$ cat src/rtl/core/acclp_pkg.sv
`default_nettype none

package acclp_pkg;

	// line store geometry
	localparam int LINE_LEN    = 64;
	localparam int STORE_DEPTH = LINE_LEN - 1;
	localparam int IDX_W       = $clog2(STORE_DEPTH);
	localparam int LEN_W       = $clog2(LINE_LEN);

	// result field widths
	localparam int ID_W      = 32;
	localparam int DLC_W     = 4;
	localparam int PAYLOAD_W = 64;

	// dlc handling: values above the maximum collapse to DLC_OVER
	localparam int DLC_MAX  = 8;
	localparam int DLC_OVER = DLC_MAX + 1;
	localparam int TOK_W    = $clog2(2 * DLC_MAX + 1);

	localparam logic [ID_W-1:0] STD_ID_MASK = 32'h0000_07FF;
	localparam logic [ID_W-1:0] ID_SAT      = 32'hFFFF_FFFF;

	// characters
	localparam logic [7:0] CH_NUL   = 8'h00;
	localparam logic [7:0] CH_TAB   = 8'h09;
	localparam logic [7:0] CH_LF    = 8'h0A;
	localparam logic [7:0] CH_VT    = 8'h0B;
	localparam logic [7:0] CH_FF    = 8'h0C;
	localparam logic [7:0] CH_CR    = 8'h0D;
	localparam logic [7:0] CH_SPACE = 8'h20;
	localparam logic [7:0] CH_COLON = 8'h3A;
	localparam logic [7:0] CH_E     = 8'h45;

	// command prefix "TX:0x", last index
	localparam logic [2:0] PFX_LAST = 3'd4;

	typedef enum logic [1:0] {
		ST_READY    = 2'd0,
		ST_BAD_CMD  = 2'd1,
		ST_BAD_DATA = 2'd2
	} status_t;

	// controller -> datapath
	typedef struct packed {
		logic    wr_char;
		logic    start;
		logic    advance;
		logic    j_inc;
		logic    j_clr;
		logic    id_acc;
		logic    dlc_acc;
		logic    nib_acc;
		logic    set_ext;
		logic    set_status;
		status_t status_code;
		logic    load_out;
		logic    line_clear;
	} acclp_cmd_t;

	// datapath -> controller
	typedef struct packed {
		logic in_term;
		logic line_empty;
		logic ch_end;
		logic ch_space;
		logic ch_hex;
		logic ch_dec;
		logic ch_colon;
		logic ch_e;
		logic pfx_hit;
		logic pfx_last;
		logic tok_full;
	} acclp_stat_t;

	function automatic logic [7:0] prefix_char(input logic [2:0] k);
		logic [7:0] c;
		unique case (k)
			3'd0:    c = 8'h54; // T
			3'd1:    c = 8'h58; // X
			3'd2:    c = 8'h3A; // :
			3'd3:    c = 8'h30; // 0
			3'd4:    c = 8'h78; // x
			default: c = 8'h00;
		endcase
		return c;
	endfunction

	function automatic logic is_space(input logic [7:0] c);
		return (c == CH_SPACE) || (c == CH_TAB) || (c == CH_LF) || (c == CH_VT) ||
			(c == CH_FF) || (c == CH_CR);
	endfunction

	function automatic logic is_dec(input logic [7:0] c);
		return (c >= 8'h30) && (c <= 8'h39);
	endfunction

	function automatic logic is_hex(input logic [7:0] c);
		return is_dec(c) || ((c >= 8'h41) && (c <= 8'h46)) || ((c >= 8'h61) && (c <= 8'h66));
	endfunction

	function automatic logic [3:0] hex_val(input logic [7:0] c);
		logic [3:0] v;
		if (is_dec(c)) begin
			v = c[3:0];
		end else begin
			// 'A'..'F' and 'a'..'f' share the low bits 1..6
			v = c[3:0] + 4'd9;
		end
		return v;
	endfunction

endpackage

`default_nettype wire

$ cat src/rtl/core/acclp_line_store.sv
`default_nettype none

module acclp_line_store (
	input  wire logic                       clk,
	input  wire logic                       arst_n,
	input  wire logic                       wr_en,
	input  wire logic [7:0]                 wr_data,
	input  wire logic                       clear,
	input  wire logic [acclp_pkg::LEN_W-1:0] rd_addr,
	output logic      [7:0]                 rd_data_q,
	output logic      [acclp_pkg::LEN_W-1:0] len_q
);
	import acclp_pkg::*;

	logic [7:0] mem [STORE_DEPTH];
	logic       has_room;

	assign has_room = len_q < LEN_W'(STORE_DEPTH);

	// single write port, single registered read port
	always_ff @(posedge clk) begin
		if (wr_en && has_room) begin
			mem[len_q[IDX_W-1:0]] <= wr_data;
		end
		if (rd_addr < LEN_W'(STORE_DEPTH)) begin
			rd_data_q <= mem[rd_addr[IDX_W-1:0]];
		end
	end

	// fill count; characters beyond the store are dropped
	always_ff @(posedge clk or negedge arst_n) begin
		if (!arst_n) begin
			len_q <= '0;
		end else if (clear) begin
			len_q <= '0;
		end else if (wr_en && has_room) begin
			len_q <= len_q + LEN_W'(1);
		end
	end

endmodule

`default_nettype wire

$ cat src/rtl/core/acclp_datapath.sv
`default_nettype none

module acclp_datapath (
	input  wire logic                           clk,
	input  wire logic [7:0]                     rx_byte,
	input  wire logic [7:0]                     rd_data,
	input  wire logic [acclp_pkg::LEN_W-1:0]    line_len,
	input  wire acclp_pkg::acclp_cmd_t          cmd,
	output acclp_pkg::acclp_stat_t              stat,
	output logic      [acclp_pkg::LEN_W-1:0]    rd_addr,
	output acclp_pkg::status_t                  out_status_q,
	output logic                                out_is_extended_q,
	output logic      [acclp_pkg::ID_W-1:0]     out_frame_id_q,
	output logic      [acclp_pkg::DLC_W-1:0]    out_data_length_q,
	output logic      [acclp_pkg::PAYLOAD_W-1:0] out_payload_q
);
	import acclp_pkg::*;

	logic [LEN_W-1:0]     p_q;
	logic [TOK_W-1:0]     j_q;
	logic [ID_W-1:0]      id_q;
	logic [DLC_W-1:0]     dlc_q;
	logic [PAYLOAD_W-1:0] payload_q;
	logic                 ext_q;
	status_t              status_q;

	logic [DLC_W-1:0]     count;
	logic [6:0]           dlc_sum;
	logic [3:0]           digit;

	assign digit   = hex_val(rd_data);
	assign count   = (dlc_q > DLC_W'(DLC_MAX)) ? DLC_W'(DLC_MAX) : dlc_q;
	assign dlc_sum = {3'b000, dlc_q} * 7'd10 + {3'b000, rd_data[3:0]};

	// next read address; the registered store data answers it in the following cycle
	always_comb begin
		if (cmd.start) begin
			rd_addr = '0;
		end else if (cmd.advance) begin
			rd_addr = p_q + LEN_W'(1);
		end else begin
			rd_addr = p_q;
		end
	end

	always_comb begin
		stat.in_term    = (rx_byte == CH_CR) || (rx_byte == CH_LF);
		stat.line_empty = (line_len == '0);
		stat.ch_end     = (p_q >= line_len) || (rd_data == CH_NUL);
		stat.ch_space   = is_space(rd_data);
		stat.ch_hex     = is_hex(rd_data);
		stat.ch_dec     = is_dec(rd_data);
		stat.ch_colon   = (rd_data == CH_COLON);
		stat.ch_e       = (rd_data == CH_E);
		stat.pfx_hit    = (rd_data == prefix_char(j_q[2:0]));
		stat.pfx_last   = (j_q[2:0] == PFX_LAST);
		stat.tok_full   = (j_q >= {count, 1'b0});
	end

	always_ff @(posedge clk) begin
		if (cmd.start) begin
			p_q       <= '0;
			j_q       <= '0;
			id_q      <= '0;
			dlc_q     <= '0;
			payload_q <= '0;
			ext_q     <= 1'b0;
		end else begin
			if (cmd.advance) begin
				p_q <= p_q + LEN_W'(1);
			end
			if (cmd.j_clr) begin
				j_q <= '0;
			end else if (cmd.j_inc) begin
				j_q <= j_q + TOK_W'(1);
			end
			if (cmd.id_acc) begin
				// saturate once a digit would push past 32 bits
				if (id_q[ID_W-1:ID_W-4] != 4'd0) begin
					id_q <= ID_SAT;
				end else begin
					id_q <= {id_q[ID_W-5:0], digit};
				end
			end
			if (cmd.dlc_acc && (dlc_q <= DLC_W'(DLC_MAX))) begin
				if (dlc_sum > 7'(DLC_MAX)) begin
					dlc_q <= DLC_W'(DLC_OVER);
				end else begin
					dlc_q <= dlc_sum[DLC_W-1:0];
				end
			end
			if (cmd.nib_acc) begin
				// even nibble is the high half of its byte
				payload_q[{j_q[3:0] ^ 4'd1, 2'b00} +: 4] <= digit;
			end
			if (cmd.set_ext) begin
				ext_q <= 1'b1;
			end
		end
		if (cmd.set_status) begin
			status_q <= cmd.status_code;
		end
		if (cmd.load_out) begin
			out_status_q <= status_q;
			if (status_q == ST_READY) begin
				out_is_extended_q <= ext_q;
				out_frame_id_q    <= ext_q ? id_q : (id_q & STD_ID_MASK);
				out_data_length_q <= count;
				out_payload_q     <= payload_q;
			end else begin
				out_is_extended_q <= 1'b0;
				out_frame_id_q    <= '0;
				out_data_length_q <= '0;
				out_payload_q     <= '0;
			end
		end
	end

endmodule

`default_nettype wire

$ cat src/rtl/core/acclp_ctrl.sv
`default_nettype none

module acclp_ctrl (
	input  wire logic                   clk,
	input  wire logic                   arst_n,
	input  wire logic                   in_valid,
	output logic                        in_ready,
	output logic                        out_valid_q,
	input  wire logic                   out_ready,
	input  wire acclp_pkg::acclp_stat_t stat,
	output acclp_pkg::acclp_cmd_t       cmd
);
	import acclp_pkg::*;

	typedef enum logic [3:0] {
		S_COLLECT,
		S_PREFIX,
		S_ID_SP,
		S_ID,
		S_EXT_CHK,
		S_EXT_COLON,
		S_DLC_SP,
		S_DLC,
		S_TOK_SP,
		S_TOK,
		S_DONE
	} state_t;

	state_t state_q;
	state_t state_d;
	logic   in_fire;
	logic   out_free;

	assign in_ready = (state_q == S_COLLECT);
	assign in_fire  = in_valid && in_ready;
	assign out_free = !out_valid_q || out_ready;

	always_comb begin
		cmd             = '0;
		cmd.status_code = ST_BAD_CMD;
		state_d         = state_q;
		unique case (state_q)
			S_COLLECT: begin
				if (in_fire) begin
					if (!stat.in_term) begin
						cmd.wr_char = 1'b1;
					end else if (!stat.line_empty) begin
						cmd.start = 1'b1;
						state_d   = S_PREFIX;
					end
				end
			end
			S_PREFIX: begin
				if (!stat.ch_end && stat.pfx_hit) begin
					cmd.advance = 1'b1;
					if (stat.pfx_last) begin
						cmd.j_clr = 1'b1;
						state_d   = S_ID_SP;
					end else begin
						cmd.j_inc = 1'b1;
					end
				end else begin
					cmd.set_status = 1'b1;
					state_d        = S_DONE;
				end
			end
			S_ID_SP: begin
				priority if (stat.ch_end) begin
					cmd.set_status = 1'b1;
					state_d        = S_DONE;
				end else if (stat.ch_space) begin
					cmd.advance = 1'b1;
				end else if (stat.ch_hex) begin
					cmd.advance = 1'b1;
					cmd.id_acc  = 1'b1;
					state_d     = S_ID;
				end else begin
					cmd.set_status = 1'b1;
					state_d        = S_DONE;
				end
			end
			S_ID: begin
				priority if (stat.ch_end) begin
					cmd.set_status = 1'b1;
					state_d        = S_DONE;
				end else if (stat.ch_hex) begin
					cmd.advance = 1'b1;
					cmd.id_acc  = 1'b1;
				end else if (stat.ch_colon) begin
					cmd.advance = 1'b1;
					state_d     = S_EXT_CHK;
				end else begin
					cmd.set_status = 1'b1;
					state_d        = S_DONE;
				end
			end
			S_EXT_CHK: begin
				// an 'E' here can only belong to the extended form
				if (!stat.ch_end && stat.ch_e) begin
					cmd.advance = 1'b1;
					cmd.set_ext = 1'b1;
					state_d     = S_EXT_COLON;
				end else begin
					state_d = S_DLC_SP;
				end
			end
			S_EXT_COLON: begin
				if (!stat.ch_end && stat.ch_colon) begin
					cmd.advance = 1'b1;
					state_d     = S_DLC_SP;
				end else begin
					cmd.set_status = 1'b1;
					state_d        = S_DONE;
				end
			end
			S_DLC_SP: begin
				priority if (stat.ch_end) begin
					cmd.set_status = 1'b1;
					state_d        = S_DONE;
				end else if (stat.ch_space) begin
					cmd.advance = 1'b1;
				end else if (stat.ch_dec) begin
					cmd.advance = 1'b1;
					cmd.dlc_acc = 1'b1;
					state_d     = S_DLC;
				end else begin
					cmd.set_status = 1'b1;
					state_d        = S_DONE;
				end
			end
			S_DLC: begin
				priority if (stat.ch_end) begin
					cmd.set_status = 1'b1;
					state_d        = S_DONE;
				end else if (stat.ch_dec) begin
					cmd.advance = 1'b1;
					cmd.dlc_acc = 1'b1;
				end else if (stat.ch_colon) begin
					cmd.advance = 1'b1;
					state_d     = S_TOK_SP;
				end else begin
					cmd.set_status = 1'b1;
					state_d        = S_DONE;
				end
			end
			S_TOK_SP: begin
				priority if (stat.ch_end) begin
					cmd.set_status = 1'b1;
					state_d        = S_DONE;
				end else if (stat.ch_space) begin
					cmd.advance = 1'b1;
				end else begin
					state_d = S_TOK;
				end
			end
			S_TOK: begin
				priority if (stat.tok_full) begin
					cmd.set_status  = 1'b1;
					cmd.status_code = ST_READY;
					state_d         = S_DONE;
				end else if (stat.ch_end || stat.ch_space || !stat.ch_hex) begin
					cmd.set_status  = 1'b1;
					cmd.status_code = ST_BAD_DATA;
					state_d         = S_DONE;
				end else begin
					cmd.advance = 1'b1;
					cmd.nib_acc = 1'b1;
					cmd.j_inc   = 1'b1;
				end
			end
			S_DONE: begin
				if (out_free) begin
					cmd.load_out   = 1'b1;
					cmd.line_clear = 1'b1;
					state_d        = S_COLLECT;
				end
			end
			default: begin
				state_d = S_COLLECT;
			end
		endcase
	end

	always_ff @(posedge clk or negedge arst_n) begin
		if (!arst_n) begin
			state_q     <= S_COLLECT;
			out_valid_q <= 1'b0;
		end else begin
			state_q <= state_d;
			if (cmd.load_out) begin
				out_valid_q <= 1'b1;
			end else if (out_ready) begin
				out_valid_q <= 1'b0;
			end
		end
	end

endmodule

`default_nettype wire

$ cat src/rtl/core/ascii_can_command_line_parser.sv
// ASCII CAN command line parser. Received characters arrive one per item on the s_axis side
// and are collected into a 63-character line store; characters beyond that are dropped. A CR
// or LF closes the line: an empty line gives nothing, otherwise the line is parsed as
// "TX:0x<hex id>:E:<dec dlc>:<hex data>" (extended) or "TX:0x<hex id>:<dec dlc>:<hex data>"
// (standard) and exactly one result item leaves on the m_axis side with status 0 frame ready,
// 1 bad command or 2 bad data. A standard id is masked to 11 bits, dlc is clamped to 8,
// numbers saturate at 0xFFFFFFFF, and on an error every field but status is zero. Ordinary
// characters are taken at one per cycle. After a terminator the parser walks the stored line
// one character per cycle through the single read port of the line store; the input stays
// blocked during that walk and while a previous result sits unread in the output register.
// The store needs no initialization after reset.

`default_nettype none

module ascii_can_command_line_parser (
	input  wire logic         clk,
	input  wire logic         arst_n,
	input  wire logic         s_axis_tvalid,
	output logic              s_axis_tready,
	input  wire logic [7:0]   s_axis_tdata,  // [7:0] rx_byte
	output logic              m_axis_tvalid,
	input  wire logic         m_axis_tready,
	output logic      [103:0] m_axis_tdata,  // [31:0] frame_id, [35:32] data_length,
	                                         // [99:36] payload, [103:100] zero
	output logic      [2:0]   m_axis_tuser   // [1:0] status, [2] is_extended
);
	import acclp_pkg::*;

	acclp_cmd_t             cmd;
	acclp_stat_t            stat;
	logic [LEN_W-1:0]       rd_addr;
	logic [LEN_W-1:0]       line_len;
	logic [7:0]             rd_data;
	status_t                out_status;
	logic                   out_is_extended;
	logic [ID_W-1:0]        out_frame_id;
	logic [DLC_W-1:0]       out_data_length;
	logic [PAYLOAD_W-1:0]   out_payload;

	// sequencer: collects characters, then steps the parse one character a cycle
	acclp_ctrl u_ctrl (
		.clk         (clk),
		.arst_n      (arst_n),
		.in_valid    (s_axis_tvalid),
		.in_ready    (s_axis_tready),
		.out_valid_q (m_axis_tvalid),
		.out_ready   (m_axis_tready),
		.stat        (stat),
		.cmd         (cmd)
	);

	// line store with its fill count; read data comes back registered
	acclp_line_store u_store (
		.clk       (clk),
		.arst_n    (arst_n),
		.wr_en     (cmd.wr_char),
		.wr_data   (s_axis_tdata),
		.clear     (cmd.line_clear),
		.rd_addr   (rd_addr),
		.rd_data_q (rd_data),
		.len_q     (line_len)
	);

	// read pointer, id/dlc/payload accumulators, character classes and result register
	acclp_datapath u_dp (
		.clk               (clk),
		.rx_byte           (s_axis_tdata),
		.rd_data           (rd_data),
		.line_len          (line_len),
		.cmd               (cmd),
		.stat              (stat),
		.rd_addr           (rd_addr),
		.out_status_q      (out_status),
		.out_is_extended_q (out_is_extended),
		.out_frame_id_q    (out_frame_id),
		.out_data_length_q (out_data_length),
		.out_payload_q     (out_payload)
	);

	// result item packing
	assign m_axis_tdata = {4'b0000, out_payload, out_data_length, out_frame_id};
	assign m_axis_tuser = {out_is_extended, out_status};

endmodule

`default_nettype wire

$ cat config.mk
export PLATFORM = sky130hd
export DESIGN_NAME = ascii_can_command_line_parser
export DESIGN_NICKNAME = d
export VERILOG_FILES = /design/src/rtl/core/acclp_pkg.sv /design/src/rtl/core/acclp_line_store.sv /design/src/rtl/core/acclp_datapath.sv /design/src/rtl/core/acclp_ctrl.sv /design/src/rtl/core/ascii_can_command_line_parser.sv
export SDC_FILE = /design/constraint.sdc
export NUM_CORES = 1
export LEC_CHECK = 0
export ABC_AREA = 0
export BUFFER_PORTS_ARGS = -buffer_cell sky130_fd_sc_hd__buf_4
export CORE_MARGIN = 8
export CORE_UTILIZATION = 30
export CTS_BUF_LIST = sky130_fd_sc_hd__clkbuf_4 sky130_fd_sc_hd__clkbuf_8
export CTS_CLUSTER_DIAMETER = 200
export DETAILED_ROUTE_END_ITERATION = 10
export PLACE_DENSITY = 0.42
export REMOVE_ABC_BUFFERS = 1
export SLEW_MARGIN = 20
export SYNTH_ARGS = -nofsm -noshare
export SYNTH_HDL_FRONTEND = slang
export SYNTH_SLANG_ARGS = --single-unit
$ cat constraint.sdc
create_clock -name clk -period 7.7 [get_ports clk]
set_input_delay 0.385 -clock clk [delete_from_list [all_inputs] [get_ports clk]]
set_output_delay 0.385 -clock clk [all_outputs]
set_load 0.01 [all_outputs]
======== Word-level counts from Yosys, hierarchy flattened ========
Memories as Yosys holds them, arrays and structs flattened. A register that Yosys moved wholly into a read port is not among the register bits.
Cells that the tools add are included.
storage, ports and cells
  memories ................................ 1
  output and inout bits ................... 109
  memory bits (writable) .................. 504
  latch bits .............................. 0
  flip-flop bits (word level) ............. 228
  input port bits ......................... 12
  word-level logic and storage cells ...... 212
  memory bits (read-only) ................. 0
operators by class
  equality and inequality tests ........... 36
  reductions and logical operators ........ 36
  bitwise logic cells ..................... 2
  $lt $le $gt $ge ......................... 13
  shifts and indexed selects .............. 2
  multiply operators ...................... 1
  add/subtract/negate cells ............... 6
  muxes and demuxes ....................... 98
  divide/modulo/power cells ............... 0
memories
  name         words  width  rd ports  clocked after memory_dff  write ports  line                    RTL
  u_store.mem  63     8      1         1                         1            acclp_line_store.sv:15  logic [7:0] mem [STORE_DEPTH];
operator list
  cell                    count
  $mux 4                  25
  $bwmux 64               1
  $shift 4x8->64 const A  1
  $shiftx 4x8->64         1
  $eq 8x4->1 const B      7
  $mux 1                  49
  $pmux 4 s11             1
  $pmux 7 s5              1
  $mux 32                 1
  $mux 6                  4
  $ne 3x2->1 const B      6
  $eq 4x3->1 const B      4
  $eq 8x6->1 const B      2
  $ge 8x7->1 const B      2
  $le 8x7->1 const B      2
  $mux 2                  8
  $add 6x1->6 const B     2
  $eq 4x4->1 const B      3
  $logic_or 1x1->1        12
  $lt 6x6->1 const B      2
  $reduce_and 11->1       1
  $logic_and 1x1->1       9
  $mux 3                  3
  $pmux 1 s9              1
  other kinds (35)        46

======== Logic depth before layout (Yosys ltp) ========
Gate-level depths: netlist of run 1.
  depth after elaboration ................. 14
  depth in mapped cells ................... 20
  depth with buffers taken out ............ 17

======== By module ========
A second synthesis of run 1 with hierarchy kept.
unflattened totals
  cell total of the unflattened synthesis .. 2013
  area, all modules ....................... 30319.1 um^2
by module, submodules not included
  module                         area an instance (um^2)  sequential area each (um^2)  instances  cells each
  acclp_line_store               20255.7                  15524.9                      1          1027
  acclp_datapath                 9221.3                   5395.2                       1          873
  acclp_ctrl                     800.8                    125.1                        1          107
  ascii_can_command_line_parser  41.3                     0.0                          1          6

======== Least setup slack after synthesis of run 1 ========
OpenSTA, ideal clock, no wires.
  path type ............................... register to register
  from .................................... register u_ctrl.state_q[1]
  to ...................................... register u_dp.out_data_length_q[0] in the netlist's numbering (enable)
  path buffers ............................ 1
  data arrival time ....................... 5.454 ns
  cell stages (with the launch flop) ...... 6
  slack ................................... 1.672 ns
  library setup time ...................... 0.575 ns
  clock period less this slack ............ 6.028 ns
  path through ............................ dfrtp_1 -> clkbuf_1 -> inv_1 -> nor2_1 -> nand2_1 -> nor2_1
on the way
  cells in the longest elaborated chain, start to end .. 2
ends and longest elaborated chain
  item                      line                   RTL
  start: declaration        acclp_ctrl.sv:29       state_t state_q;
  start signal: assignment  acclp_ctrl.sv:189      state_q <= state_d;
  $eq 4x4->1                acclp_ctrl.sv:42       unique case (state_q)
  $mux 2                    acclp_ctrl.sv:42
  end signal: assignment    acclp_datapath.sv:108  out_data_length_q <= count;
  end: declaration          acclp_datapath.sv:14   output logic [acclp_pkg::DLC_W-1:0] out_data_length_q,
Every way passes these cells.
A chain may end at the register's enable or synchronous reset.

======== Worst setup path after layout of run 1 ========
  from .................................... register u_dp.p_q[0]
  to ...................................... register u_store.rd_data_q[5] (read register of u_store.mem), data pin
on the way
  cells in the longest elaborated chain, start to end .. 10
ends and longest elaborated chain
  item                           line                    RTL
  start: declaration             acclp_datapath.sv:19    logic [LEN_W-1:0] p_q;
  start signal: assignment       acclp_datapath.sv:70    p_q <= p_q + LEN_W'(1);
  $ge 6x6->1                     acclp_datapath.sv:49    stat.ch_end = (p_q >= line_len) || (rd_data == CH_NUL);
  $logic_or 1x1->1               acclp_datapath.sv:49
  $logic_or 1x1->1 (2 in a row)  acclp_ctrl.sv:161       end else if (stat.ch_end || stat.ch_space || !stat.ch_hex) begin
  $mux 2                         acclp_ctrl.sv:161
  $mux 2                         acclp_ctrl.sv:157       priority if (stat.tok_full) begin
  $pmux 1 s9                     acclp_ctrl.sv:42
  $mux 6 (*) (2 in a row)        --
  $lt 6x6->1                     acclp_line_store.sv:25  if (rd_addr < LEN_W'(STORE_DEPTH)) begin
  end: declaration               acclp_line_store.sv:10  output logic [7:0] rd_data_q,
Mark *: on every way between the ends. The rest lies on a longest branch, timed or not.

==> flow_summary.json, run 1 <==
{
  "timing.hold.ws_ns": 0.125,
  "cts_buffers": 136,
  "cts_tree": "yes",
  "arrival_ns": 6.69,
  "grt_pass1_wl_mm": 140,
  "crit_path_end_kind": "flip-flop",
  "drtIter0Drc": 1817,
  "pre_cts_slack_ns": 1.64,
  "final_common_cell": "edfxtp_1",
  "grt_overflow": 0,
  "post-route-worst-setup-slack_ns": 1.56,
  "wl_mm": 96.3,
  "grt_pass1_vias": 20400,
  "start_util_pct": 30.1,
  "worstSetupStartpointType": "flip-flop",
  "status": "complete, no violations",
  "cts_resized": 0,
  "drt_pass1_iterations": 5,
  "drc": 0,
  "clkSlewWorstSetupHoldPaths_ns": 0.06,
  "via_per_inst": 5.05,
  "num_io_pins": 121,
  "antenna_found_initial": 1,
  "rsz0062_at_grt": "no",
  "dr_total_vias": 20300,
  "worst_slew_pin_slew_ns": 1.12,
  "hpwl_mm": 60.9,
  "maxCapViolations": 0,
  "ant_nets": 0,
  "period_share_pct": 79.8,
  "synthDistinctLibCells": 88,
  "ys_seq_elements": 740,
  "wl_per_cell_um": 24.0,
  "grt_max_degree": 101,
  "cts_sinks": 740,
  "fin_nets": 2576,
  "netlist_instances": 2355,
  "area_growth_syn_to_layout_pct": 16.6,
  "relSlewSlack_pct": 24.7,
  "drv_slew": 0,
  "synth_top_area_share_pct": 59.8,
  "synth_area_leaders": "edfxtp_1 60%, dfxtp_1 7.2%, mux2i_1 5.5%, nand2_1 3.6%, nor2_1 2.9%",
  "leakage_uw": 0.0131,
  "powerDensity_mw_per_mm2": 264,
  "min_path_type": "input pin to flip-flop",
  "coreArea_sq_mm": 0.103,
  "grt_usage_pct": 16.7,
  "finalHoldViolations": 0,
  "die_width_um": 337,
  "die_h_um": 337,
  "fmax_ghz": 0.163,
  "die_area_sq_mm": 0.114,
  "setup_viol": 0,
  "worstSetupPathType": "flip-flop to flip-flop",
  "numPortBuffers": 116,
  "finalWeightedCongestion": 0.857,
  "skew_ns": 0.0443,
  "ys_seq_area_share_pct": 67.9,
  "async_flop_share_pct": 1.49,
  "finalSetupTns_ns": 0,
  "final_cell_mix": "617 x edfxtp_1, 297 x nand2_1, 228 x nor2_1",
  "crit_required_ns": 8.25,
  "row_count": 118,
  "synthFlopType": "edfxtp_1",
  "clockRootBuffer": "clkbuf_8",
  "syn_area_per_cell_sq_um": 13.2,
  "worstSkewPairLatency_ns": 0.82,
  "layout_min_cycle_time_ns": 6.14,
  "yosys.area.top_type": "edfxtp_1",
  "crit_fanout": 32,
  "synth_edf_count": 617,
  "synth_area_sq_mm": 0.0310,
  "ys_warn_count": 0,
  "ctsLongestPathBuffers": 3,
  "drive_above_1_share_pct": 17.7,
  "htree_levels": 4,
  "peakVddDrop_mv": 0.142
}
## routing by layer
metal,track usage [%],wire length (um),vias up
li1,-,-,9174
met1,22.0,42000,10200
met2,27.0,44900,756
met3,3.75,6470,185
met4,5.88,2820,0
met5,0,0,-
## state kept, by name, indices dropped and copies added, names as in the netlist, 5 cells and up
| register | cells |
|---|---|
| u_store.mem | 504 |
| u_dp.out_payload_q | 64 |
| u_dp.payload_q | 64 |
| u_dp.id_q | 32 |
| u_dp.out_frame_id_q | 32 |
| u_store.rd_data_q | 8 |
| u_dp.p_q | 6 |
| u_store.len_q | 6 |
| u_dp.j_q | 5 |
## Yosys cell counts, drive strengths merged, types with 17 or more instances
library cell and number:
edfxtp 617, nand2 298, nor2 237, mux2i 169
nand3 114, dfxtp 112, and2 85, a21oi 77
buf 70, clkbuf 58, and3 33, o21ai 32
o221a 32, nor3 31, a211oi 30, a31oi 30
ha 29, inv 27, xnor2 19, nand4 17
## per-stage QoR
| step | power [uW] | utilization (%) | std cells | cell area [sq um] |
|---|---|---|---|---|
| after floorplan | 5410 | - | 2230 | 30400 |
| after global placement | 5950 | 32.4 | 3769 | 33400 |
| after detailed placement | 5960 | 32.4 | 3769 | 33400 |
| after CTS | 9680 | 35.0 | 4013 | 36100 |
| after global routing | 9950 | 35.1 | 4014 | 36100 |
| final | 9540 | 35.1 | 4014 | 36100 |
## power by group
part / leakage, uW / internal [uW] / switching (uW)
clock: 0.00139 / 2000 / 1690
combinational: 0.00506 / 406 / 669
sequential: 0.00666 / 4640 / 136
total: 0.0131 / 7040 / 2500
## worst max-delay path, cell delays in order (launching register included)
cell and delay (ns):
dfxtp_1 0.80, clkinv_1 0.47, ha_1 0.40, nand2b_1 0.09
a31oi_1 0.13, o21a_1 0.40, and2_1 0.25, a211oi_2 0.40
nand3_1 0.34, nand3_4 0.39, clkinv_2 0.64, buf_12 0.42
nand2_1 0.08, nand3_1 0.07, a32oi_1 0.50, o311ai_1 0.24
o211a_1 0.27
## logic make-up (layout without fill, tap and decap cells)
family | Yosys count | in the layout | share of synthesized area [%]
adder cells (fa/ha/maj) | 31 | 31 | 1.30
AO/OA/AOI/OAI | 330 | 330 | 8.00
buffers and inverters | 159 | 434 | 2.42
multiplexers | 184 | 184 | 6.27
other | 1 | 5 | 0.0121
AND/OR/NAND/NOR | 881 | 881 | 13.2
XOR/XNOR | 29 | 29 | 0.868
flip-flops | 740 | 740 | 67.9
## final timing paths
path / slack, ns / end / from / depth (start not counted)
min reg2reg: 0.45 / u_dp.payload_q[32] / u_dp.payload_q[32] / 2
min: 0.13 / u_store.mem[17][3] / s_axis_tdata[3] / 1
max: 1.56 / u_store.rd_data_q[5] / u_dp.p_q[0] / 16
max reg2reg: 1.56 / u_store.rd_data_q[5] / u_dp.p_q[0] / 16
min in group asynchronous: 0.64 / u_ctrl.out_valid_q / arst_n / 3
max in group asynchronous: 6.70 / u_ctrl.state_q[0] / arst_n / 3
## area by class of cell
type / count / area (sq um)
antenna: 1 / 2.50
clock buffer: 190 / 2330
clock inverter: 48 / 297
fill: 10200 / 66900
inverter: 31 / 119
multi-input combinational: 1459 / 9290
sequential: 740 / 21000
tap: 1380 / 1730
timing repair buffer: 165 / 1320
## what timing repair did
action	4_1_cts	5_1_grt
setup buffers	0	0
hold buffers	6	0
hold endpoints to repair	49	0
Power figures use the tool's default switching activity.
==> run 2: changes to the inputs <==
--- a/config.mk
+++ b/config.mk
@@ -5,14 +5,14 @@
 export SDC_FILE = /design/constraint.sdc
 export NUM_CORES = 1
 export LEC_CHECK = 0
-export ABC_AREA = 0
+export ABC_AREA = 1
 export BUFFER_PORTS_ARGS = -buffer_cell sky130_fd_sc_hd__buf_4
 export CORE_MARGIN = 8
 export CORE_UTILIZATION = 30
 export CTS_BUF_LIST = sky130_fd_sc_hd__clkbuf_4 sky130_fd_sc_hd__clkbuf_8
 export CTS_CLUSTER_DIAMETER = 200
 export DETAILED_ROUTE_END_ITERATION = 10
-export PLACE_DENSITY = 0.42
+export PLACE_DENSITY = 0.43
 export REMOVE_ABC_BUFFERS = 1
 export SLEW_MARGIN = 20
 export SYNTH_ARGS = -nofsm -noshare
==> constraint.sdc (replaced) <==
create_clock -name clk -period 5.6 [get_ports clk]
set_input_delay 0.28 -clock clk [delete_from_list [all_inputs] [get_ports clk]]
set_output_delay 0.28 -clock clk [all_outputs]
set_load 0.01 [all_outputs]
==> flow_summary.json, run 2 <==
{
  "post-cts-setup-buffer-count": 0,
  "drt_pass1_iterations": 7,
  "hpwl_mm": 59.4,
  "drv_slew": 0,
  "synth_area_sq_mm": 0.0332,
  "numPortBuffers": 116,
  "netlist_instances": 3348,
  "synthFlopType": "edfxtp_1",
  "die_h_um": 349,
  "final_common_cell": "edfxtp_1",
  "setup_viol": 0,
  "post-route-worst-setup-slack_ns": 0.705,
  "fillers": 11300,
  "slowest_delay_ns": 0.50,
  "dpl-instance-area_sq_mm": 0.0356,
  "worstHoldStart": "s_axis_tdata[6]",
  "synthDistinctLibCells": 54,
  "rsz0062_at_grt": "no",
  "grt_usage_pct": 16.2,
  "synth_area_leaders": "edfxtp_1 56%, nand3_1 6.9%, dfxtp_1 6.8%, inv_1 6.7%, nand2_1 6.1%",
  "ys_seq_elements": 740,
  "area_growth_syn_to_layout_pct": 15.6,
  "critPathLaunch": "u_store.len_q[3]",
  "finalWeightedCongestion": 0.837,
  "finalInstanceArea_sq_mm": 0.0383,
  "slowest_stage": "buf_12",
  "ys_seq_area_share_pct": 63.4,
  "clockRootBuffer": "clkbuf_8",
  "cts_tree": "yes",
  "pre_cts_slack_ns": 0.937,
  "fin_nets": 3526,
  "async_flop_share_pct": 1.49,
  "finish.utilization_pct": 34.8,
  "finalPower_uw": 16100,
  "worst_slew_pin_slew_ns": 1.36,
  "peakVddDrop_mv": 0.239,
  "worstSkewPairLatency_ns": 0.81,
  "final_cell_mix": "617 x edfxtp_1, 593 x inv_1, 538 x nand2_1",
  "via_per_inst": 4.72,
  "cts_resized": 0,
  "grt_max_degree": 181,
  "start_util_pct": 30.1,
  "antenna_found_initial": 3,
  "ff2ff_path_depth": 20,
  "crit_top_cell": "nand3_1",
  "crit_required_ns": 6.14,
  "num_io_pins": 121,
  "timing.hold.ws_ns": 0.153,
  "worstSetupPathType": "flip-flop to flip-flop",
  "grt_pass1_wl_mm": 151,
  "grt_overflow": 0,
  "htree_levels": 4,
  "ctsLongestPathBuffers": 3,
  "crit_fanout": 180,
  "worst-r2r-setup-slack_ns": 0.70,
  "drtIter0Drc": 1962,
  "critical_path.cell_chain": "clkinv_1 -> ha_1 -> nand2_1 -> nand2_1 -> a21oi_1 -> nand3_1 -> nor2_1 -> buf_4 -> nand3_1 -> nor2_1 -> nor2_2 -> nand3_4 -> buf_12 -> nand4_1 -> nand3_1 -> nand3_1 -> nand3_1 -> nand3_1 -> nand3_1 -> nand2_1",
  "cts_sinks": 740,
  "wl_mm": 101,
  "whs_path_depth": 5,
  "drive_above_1_share_pct": 12.0,
  "ys_top_cells_by_count": "617 x edfxtp_1, 595 x inv_1, 540 x nand2_1",
  "leakage_uw": 0.0159,
  "yosys.area.top_type": "edfxtp_1",
  "clkSlewWorstSetupHoldPaths_ns": 0.06,
  "min_path_type": "input pin to flip-flop",
  "cp_top_family": "simple AND/OR/NAND/NOR gates",
  "drc": 0,
  "ys_warn_count": 0,
  "r2r-end": "u_store.rd_data_q[0]",
  "dr_total_vias": 23900,
  "worstSetupStartpointType": "flip-flop",
  "coreArea_sq_mm": 0.110,
  "min_to": "u_store.len_q[1]",
  "row_count": 122,
  "powerDensity_mw_per_mm2": 420,
  "grt_pass1_vias": 23100,
  "die_width_um": 349,
  "syn_area_per_cell_sq_um": 9.91,
  "status": "complete, no violations",
  "period_share_pct": 87.4,
  "synthMostInstantiatedCell": "edfxtp_1",
  "cts_hold_buffers": 5,
  "die_area_sq_mm": 0.121,
  "skew_ns": 0.0380,
  "finalHoldViolations": 0,
  "cts_buffers": 138,
  "maxCapViolations": 0,
  "wl_per_cell_um": 20.0,
  "ant_nets": 0,
  "synth_edf_count": 617,
  "synth_top_area_share_pct": 55.8,
  "arrival_ns": 5.43,
  "relSlewSlack_pct": 9.02,
  "largest_reg_flops": 504,
  "layout_min_cycle_time_ns": 4.90,
  "crit_path_end_kind": "flip-flop",
  "cp.buffers_inverters": 3,
  "fmax_ghz": 0.204,
  "timing.rr.start": "u_store.len_q[3]"
}
==> run 2: metal layers <==
metal  vias up  track usage [%]  routed length, um
li1      11500                -                  -
met2       694             25.5              45800
met4         0             4.88               2400
met3       161             3.27               6020
met5         -                0                  0
met1     11500             22.5              47200
==> run 2: layout make-up <==
class                   count  area, sq um  share of cell area (%)
flip-flops and latches    740        21000                    54.9
multi-input cells        1814         8960                    23.4
inverters                 609         2290                    5.98
clock inverters            42          284                   0.741
well taps                1488         1860                    4.86
diodes                      3         7.51                  0.0196
clock buffers             193         2370                    6.18
repair buffers            180         1510                    3.95
==> run 2: worst max path at each step <==
| stage | slack (ns) | cells past startpoint | end |
|---|---|---|---|
| 3_3_place_gp | 0.88 | 20 | u_store.rd_data_q[0] |
| 4_1_cts | 0.91 | 20 | u_store.rd_data_q[0] |
| 6_report | 0.70 | 20 | u_store.rd_data_q[0] |
| 5_1_grt | 0.53 | 23 | u_store.rd_data_q[6] |
| 3_5_place_dp | 0.94 | 20 | u_store.rd_data_q[0] |
| 2_1_floorplan | -5.75 | 15 | u_store.rd_data_q[0] |
==> run 2: worst reg2reg max path, stage by stage, from the launching register on <==
cell      delay [ns]
dfrtp_1         0.46
clkinv_1        0.28
ha_1            0.39
nand2_1         0.06
nand2_1         0.04
a21oi_1         0.15
nand3_1         0.14
nor2_1          0.11
buf_4           0.20
nand3_1         0.14
nor2_1          0.22
nor2_2          0.11
nand3_4         0.13
buf_12          0.50
nand4_1         0.59
nand3_1         0.15
nand3_1         0.14
nand3_1         0.22
nand3_1         0.30
nand3_1         0.19
nand2_1         0.11
==> run 2: logic make-up (layout without fill, tap and decap cells) <==
kind of cell	Yosys count	count (layout)	synth area share [%]
XOR/XNOR	14	14	0.370
adder cells (fa/ha/maj)	31	31	1.21
other	1	7	0.0113
flip-flops	740	740	63.4
AND/OR/NAND/NOR	1533	1533	21.0
AO/OA/AOI/OAI	232	232	4.16
buffers and inverters	797	1024	9.85
==> run 2: where the power goes <==
part	switching [uW]	leakage [uW]	internal, uW
clock network	2320	0.00139	2820
logic	2950	0.00784	1270
registers	285	0.00666	6470
==> run 2: through the flow <==
stage / std cells / setup TNS [ns]
2_1_floorplan: 3163 / -170.81
3_3_place_gp: 4826 / 0
3_5_place_dp: 4826 / 0
4_1_cts: 5066 / 0
5_1_grt: 5069 / 0
6_report: 5069 / 0
